**src/v3alu_pkg.sv**
```systemverilog
// Package for the 3D vector arithmetic unit: opcodes, saturation helper
// and the sideband record that travels beside the root and divide pipelines.
// No dependencies.
package v3alu_pkg;

    // Operation codes carried on req_type.
    localparam logic [3:0] OP_ADD        = 4'd0;
    localparam logic [3:0] OP_SUB        = 4'd1;
    localparam logic [3:0] OP_ADD_SCALAR = 4'd2;
    localparam logic [3:0] OP_SUB_SCALAR = 4'd3;
    localparam logic [3:0] OP_SCALE      = 4'd4;
    localparam logic [3:0] OP_DOT        = 4'd5;
    localparam logic [3:0] OP_CROSS     = 4'd6;
    localparam logic [3:0] OP_NORM2      = 4'd7;
    localparam logic [3:0] OP_NORM       = 4'd8;
    localparam logic [3:0] OP_NORMALISE  = 4'd9;

    // Number of digit stages in the square-root pipeline (one root bit each).
    localparam int SQ_STAGES = 32;

    // Saturated 32-bit value with its overflow mark.
    typedef struct packed {
        logic signed [31:0] val;
        logic               ov;
    } sat_t;

    // Record that follows an item through the root and divide pipelines.
    typedef struct packed {
        logic             vld;
        logic [3:0]       op;
        logic [2:0][31:0] vec;
        logic             vov;
        logic [31:0]      scal;
        logic             sov;
        logic             zero;
        logic [2:0][31:0] a;
        logic [31:0]      nrm;
    } side_t;

    localparam logic signed [65:0] MAX32 = 66'sh0_0000_0000_7FFF_FFFF;
    localparam logic signed [65:0] MIN32 = 66'sh3_FFFF_FFFF_8000_0000;

    // Clamp a wide signed value to the signed 32-bit range.
    function automatic sat_t sat32(input logic signed [65:0] v);
        sat_t r;
        r.ov  = 1'b0;
        r.val = v[31:0];
        if (v > MAX32)
        begin
            r.ov  = 1'b1;
            r.val = 32'sh7FFF_FFFF;
        end
        else if (v < MIN32)
        begin
            r.ov  = 1'b1;
            r.val = 32'sh8000_0000;
        end
        return r;
    endfunction

endpackage

```
**src/v3alu_div.sv**
```systemverilog
// Pipelined restoring divider for one normalise lane: rounds |a|*2^F / n
// to nearest and restores the sign. Depends on v3alu_pkg.
module v3alu_div
    import v3alu_pkg::*;
#(
    parameter int FRAC_BITS = 16
)
(
    input  logic               clk,
    input  logic               en,
    input  logic signed [31:0] a,
    input  logic [31:0]        n,
    output logic signed [31:0] quo
);

    localparam int QW = FRAC_BITS + 2;
    localparam int DW = FRAC_BITS + 33;

    logic [DW-1:0] rem_reg [QW];
    logic [QW-1:0] q_reg   [QW];
    logic [31:0]   n_reg   [QW];
    logic          neg_reg [QW];
    logic [31:0]   mag;
    logic [DW-1:0] dividend;

    // Magnitude with half the divisor added for rounding to nearest.
    always_comb
    begin
        mag      = a[31] ? (32'd0 - 32'(a)) : 32'(a);
        dividend = (DW'(mag) << FRAC_BITS) + DW'(n[31:1]);
    end

    genvar g;
    generate
        for (g = 0; g < QW; g++)
        begin : g_stage
            logic [DW-1:0] rin, trial;
            logic [QW-1:0] qin;
            logic [31:0]   nin;
            logic          negin;

            // One quotient bit per stage, most significant first.
            always_comb
            begin
                if (g == 0)
                begin
                    rin   = dividend;
                    qin   = '0;
                    nin   = n;
                    negin = a[31];
                end
                else
                begin
                    rin   = rem_reg[g-1];
                    qin   = q_reg[g-1];
                    nin   = n_reg[g-1];
                    negin = neg_reg[g-1];
                end
                trial = DW'(nin) << (QW - 1 - g);
            end

            always_ff @(posedge clk)
            begin
                if (en)
                begin
                    n_reg[g]   <= nin;
                    neg_reg[g] <= negin;
                    if (rin >= trial)
                    begin
                        rem_reg[g] <= rin - trial;
                        q_reg[g]   <= qin | (QW'(1) << (QW - 1 - g));
                    end
                    else
                    begin
                        rem_reg[g] <= rin;
                        q_reg[g]   <= qin;
                    end
                end
            end
        end
    endgenerate

    assign quo = neg_reg[QW-1] ? (32'sd0 - 32'(q_reg[QW-1])) : 32'(q_reg[QW-1]);

endmodule

```
**config.mk**
```make
export PLATFORM = sky130hd
export DESIGN_NAME = v3alu_div
export DESIGN_NICKNAME = d
export VERILOG_FILES = /design/src/v3alu_pkg.sv /design/src/v3alu_div.sv
export SDC_FILE = /design/constraint.sdc
export NUM_CORES = 2
export LEC_CHECK = 0
export BUFFER_PORTS_ARGS = -buffer_cell sky130_fd_sc_hd__buf_4
export CAP_MARGIN = 40
export CORE_MARGIN = 1.5
export CORE_UTILIZATION = 50
export DETAILED_ROUTE_END_ITERATION = 6
export PLACE_DENSITY = 0.62
export SYNTH_ARGS = -nofsm -noshare
export SYNTH_HDL_FRONTEND = slang
export SYNTH_SLANG_ARGS = --single-unit
```
**constraint.sdc**
```tcl
create_clock -name clk -period 7.7 [get_ports clk]
set_input_delay 0.77 -clock clk [delete_from_list [all_inputs] [get_ports clk]]
set_output_delay 0.77 -clock clk [all_outputs]
set_load 0.01 [all_outputs]
```
==> summary.txt <==
Synth
  • Synth warn: 0
  • Number of enable flip-flop cells after synthesis: 1,566
  • Share of the synthesized area in compound gates (AO/OA/AOI/OAI): 15.40%
  • Area share of fa/ha/maj cells after synthesis: 8.626%
  • Synth cell types: 98
  • Post-synthesis instance area: 90,190 um^2
  • Synthesized-area fraction occupied by xor and xnor cells: 6.262%
  • Proportion of register bits with asynchronous set or reset after synthesis: 0%
  • Most used DFF post-synth: edfxtp_1
  • Dominant combinational cell family by area after synthesis: compound AO/OA/AOI/OAI gates
  • Synthesized area per cell: 10.75 um^2
  • Sequential element share of the synthesized area: 52.14%
  • Post-synthesis mux area share: 1.068%
  • Number of instances in the synthesized netlist: 8,392
  • Post-synthesis share of cell area spent on and, or, nand and nor gates: 12.23%
  • Number of storage elements in the synthesis netlist: 1,566
  • Net count of the mapped netlist: 9,069

Clock tree
  • Post CTS Setup Buffer Count: 0
  • Clock latency on the worst-skew pair: 0.85 ns
  • Post-CTS sizing: 0
  • Maximum buffer depth of the clock tree: 3
  • Clock tree from TritonCTS: done
  • Clock-pin slew on the worst setup and hold paths: 0.05 ns
  • Total clock buffers created by CTS: 175
  • CTS Hold Bufs: 0
  • Clock tree root buffer cell: clkbuf_16
  • Sink count of the clock tree: 1,566
  • H-Tree Depth: 4

Timing
  • Setup ws final: 1.331 ns
  • Final setup violation count: 0
  • Hold Fails Final Rpt: 0
  • Portion of the clock cycle consumed by the worst path in the final layout: 82.72%
  • Setup TNS after final layout: 0 ns
  • Max Clk Rate: 157.0 MHz
  • Setup repair after global routing missed its margin: false
  • Final worst clock skew: 0.03594 ns
  • Clock period minus worst slack: 6.369 ns
  • Number of pins with negative max-slew slack in the final report: 0
  • Tightest hold margin: 0.1338 ns
  • Actual slew at the worst max-slew pin: 1.003 ns
  • Relative slew slack: 33.13%

Die
  • Chip Height: 427.7 um
  • Area of the placeable core: 178,800 um^2
  • Die Outline Area: 182,900 um^2
  • Die outline width: 427.7 um
  • I/O pin cnt: 98
  • Initial cell density of the core: 50.44%
  • Cell Rows: 155

Setup path
  • Critical Path Start Type: input pin
  • Worst Path Class, Setup: input pin to flop
  • Reg-to-reg slack, setup: 2.93 ns
  • Max Fanout on Critical Path: 29
  • Req. time, crit path: 8.29 ns
  • Crit path DAT: 6.96 ns
  • Element type at the critical path end: flop

GRT
  • GR Util All Layers: 26.17%
  • Total global routing overflow: 0
  • Initial antenna violation count: 12
  • First-pass GRT wire length: 365.6 mm
  • Via count of the first global-routing pass: 60.60k
  • Maximum number of pins on one net before global-route repair: 177

Placed design
  • Pre-CTS setup slack: 0.6624 ns
  • Placed cell count: 10.65k
  • Detailed-placement wirelength estimate: 189.1 mm
  • Port Buffers: 97
  • Final weighted congestion in routability-driven placement: 0.9236

Route
  • Vias: 64.21k
  • Residual antenna-violating net count after detailed routing: 0
  • Routed length per instance: 22.10 um
  • Vias per std cell: 5.851
  • Pre-Repair DR Iteration Count: 6
  • Detailed Route Iter0 Violations: 5,837
  • Remaining design rule violation count: 0
  • Total wirelength of the detailed-routed design: 242.6 mm

Min path
  • Worst hold path type: input pin to flop

Power and ir drop
  • Leak: 39.24 nW
  • Power density normalized to cell area: 385.0 nW/um^2
  • VDD IR max: 200.5 uV

Outcome
  • Outcome: finished clean

Run
  • Total of max-cap violations: 0

Finish
  • Flip-flop count of the largest register after layout: 833
  • Share of post-route cells with drive strength above 1: 6.951%
  • Final nets: 9,149
  • Final standard cell count with taps included and fillers excluded: 10.97k
  • Synthesis-to-finish area growth: 10.49%
-- synthesized netlist by cell type (61+ instances only) --
library cell  number  area, um^2
o21a_1            83       623.1
and3_1            61       381.6
a31oi_1           65       406.6
o21bai_1          70       525.5
clkbuf_1         233       874.6
nor2_1           412        1546
a21oi_1          546        2733
nor2b_1           86       538.0
edfxtp_1        1566       47030
nand2b_1         104       650.6
nand2_1          795        2984
nor3_1           147       735.7
xor2_1           300        2628
xnor2_1          343        3004
nor4_1            76       475.5
or3_1             71       444.2
inv_1            742        2785
mux2_2            74       833.3
a211oi_1          71       533.0
o31ai_1           73       548.0
a21o_1           339        2545
o21ai_0          664        3323
ha_1             593        7420
nand4_1          109       681.9
nand3_1          170       850.8
-- path summary, 6_finish.rpt --
kind                                  from                        to  cells past startpoint
setup / recovery                      a[7]  rem_reg[0][19]$_DFFE_PP_                     23
hold / removal                        n[0]     n_reg[0][0]$_DFFE_PP_                      1
setup reg to reg  rem_reg[0][66]$_DFFE_PP_  rem_reg[1][48]$_DFFE_PP_                     12
hold reg to reg     q_reg[5][27]$_DFFE_PP_     q_reg[6][9]$_DFFE_PP_                      0
-- report_power, final --
| group | internal, mW | leakage (nW) | switching, mW | total [mW] |
|---|---|---|---|---|
| combinational | 6.44 | 21.2 | 9.34 | 15.8 |
| clock | 4.98 | 2.87 | 3.65 | 8.63 |
| sequential | 12.3 | 15.2 | 1.61 | 14.0 |
-- cells in the final DEF, fill, tap and decap left out, types with 142 or more instances in the layout --
master     synthesis  layout
a21o_1           339     338
a21oi_1          546     545
buf_4             15     142
clkbuf_16          0     175
edfxtp_1        1566    1566
ha_1             593     593
inv_1            742     742
nand2_1          795     795
nand3_1          170     170
nor2_1           412     411
nor3_1           147     145
o21ai_0          664     663
xnor2_1          343     343
xor2_1           300     300
-- per-layer routing --
| metal | vias to the layer above | share of wire, % | track usage [%] |
|---|---|---|---|
| met2 | 1702 | 48 | 43.54 |
| met1 | 31190 | 44 | 35.79 |
| li1 | 30960 | - | - |
| met5 | - | 0.011 | 0 |
| met4 | 4 | 2.8 | 7.892 |
| met3 | 356 | 5.0 | 3.301 |
-- worst max-delay path, cell delays in order --
cell and delay [ns]:
buf_4 0.13, nor4_1 0.61, nand4b_1 0.43, o21ai_0 0.32, xnor2_1 0.10, ha_1 0.39
inv_1 0.08, o21bai_1 0.16, a21oi_1 0.10, o221ai_1 0.30, nand3_1 0.30, nor2_1 0.26
a2bb2o_1 0.31, xor2_1 0.18, inv_1 0.07, ha_1 0.42, nand4_1 0.14, o21ai_0 0.36
a41o_1 0.35, a21oi_1 0.11, o21ai_2 0.39, buf_12 0.25, mux2_2 0.36
-- cell type report --
type                            instances  area, um^2
Fill cell                           15310       79150
Tap cell                             2355        2947
Inverter                              744        2793
Multi-Input combinational cell       5821       39470
Sequential cell                      1566       47030
Antenna cell                            2       5.005
Clock buffer                          200        4473
Clock inverter                        122        1523
Timing Repair Buffer                  164        1424
-- per-stage QoR --
stage                     util, %  total power, mW  area (um^2)
after CTS                   55.73            38.48        99650
after detailed placement    52.38            29.70        93650
after global placement      52.27            29.59        93470
after global routing        55.73            40.76        99650
after floorplan                 -            24.97        90190
final                       55.73            38.36        99650
-- kinds of logic after synthesis --
group           after synthesis
compound gates             2222
xor+xnor                    644
fa+ha+maj                   611
buf+inv                    1005
flops                      1566
mux                          87
other cells                   1
simple gates               2256
Power figures use the tool's default switching activity.
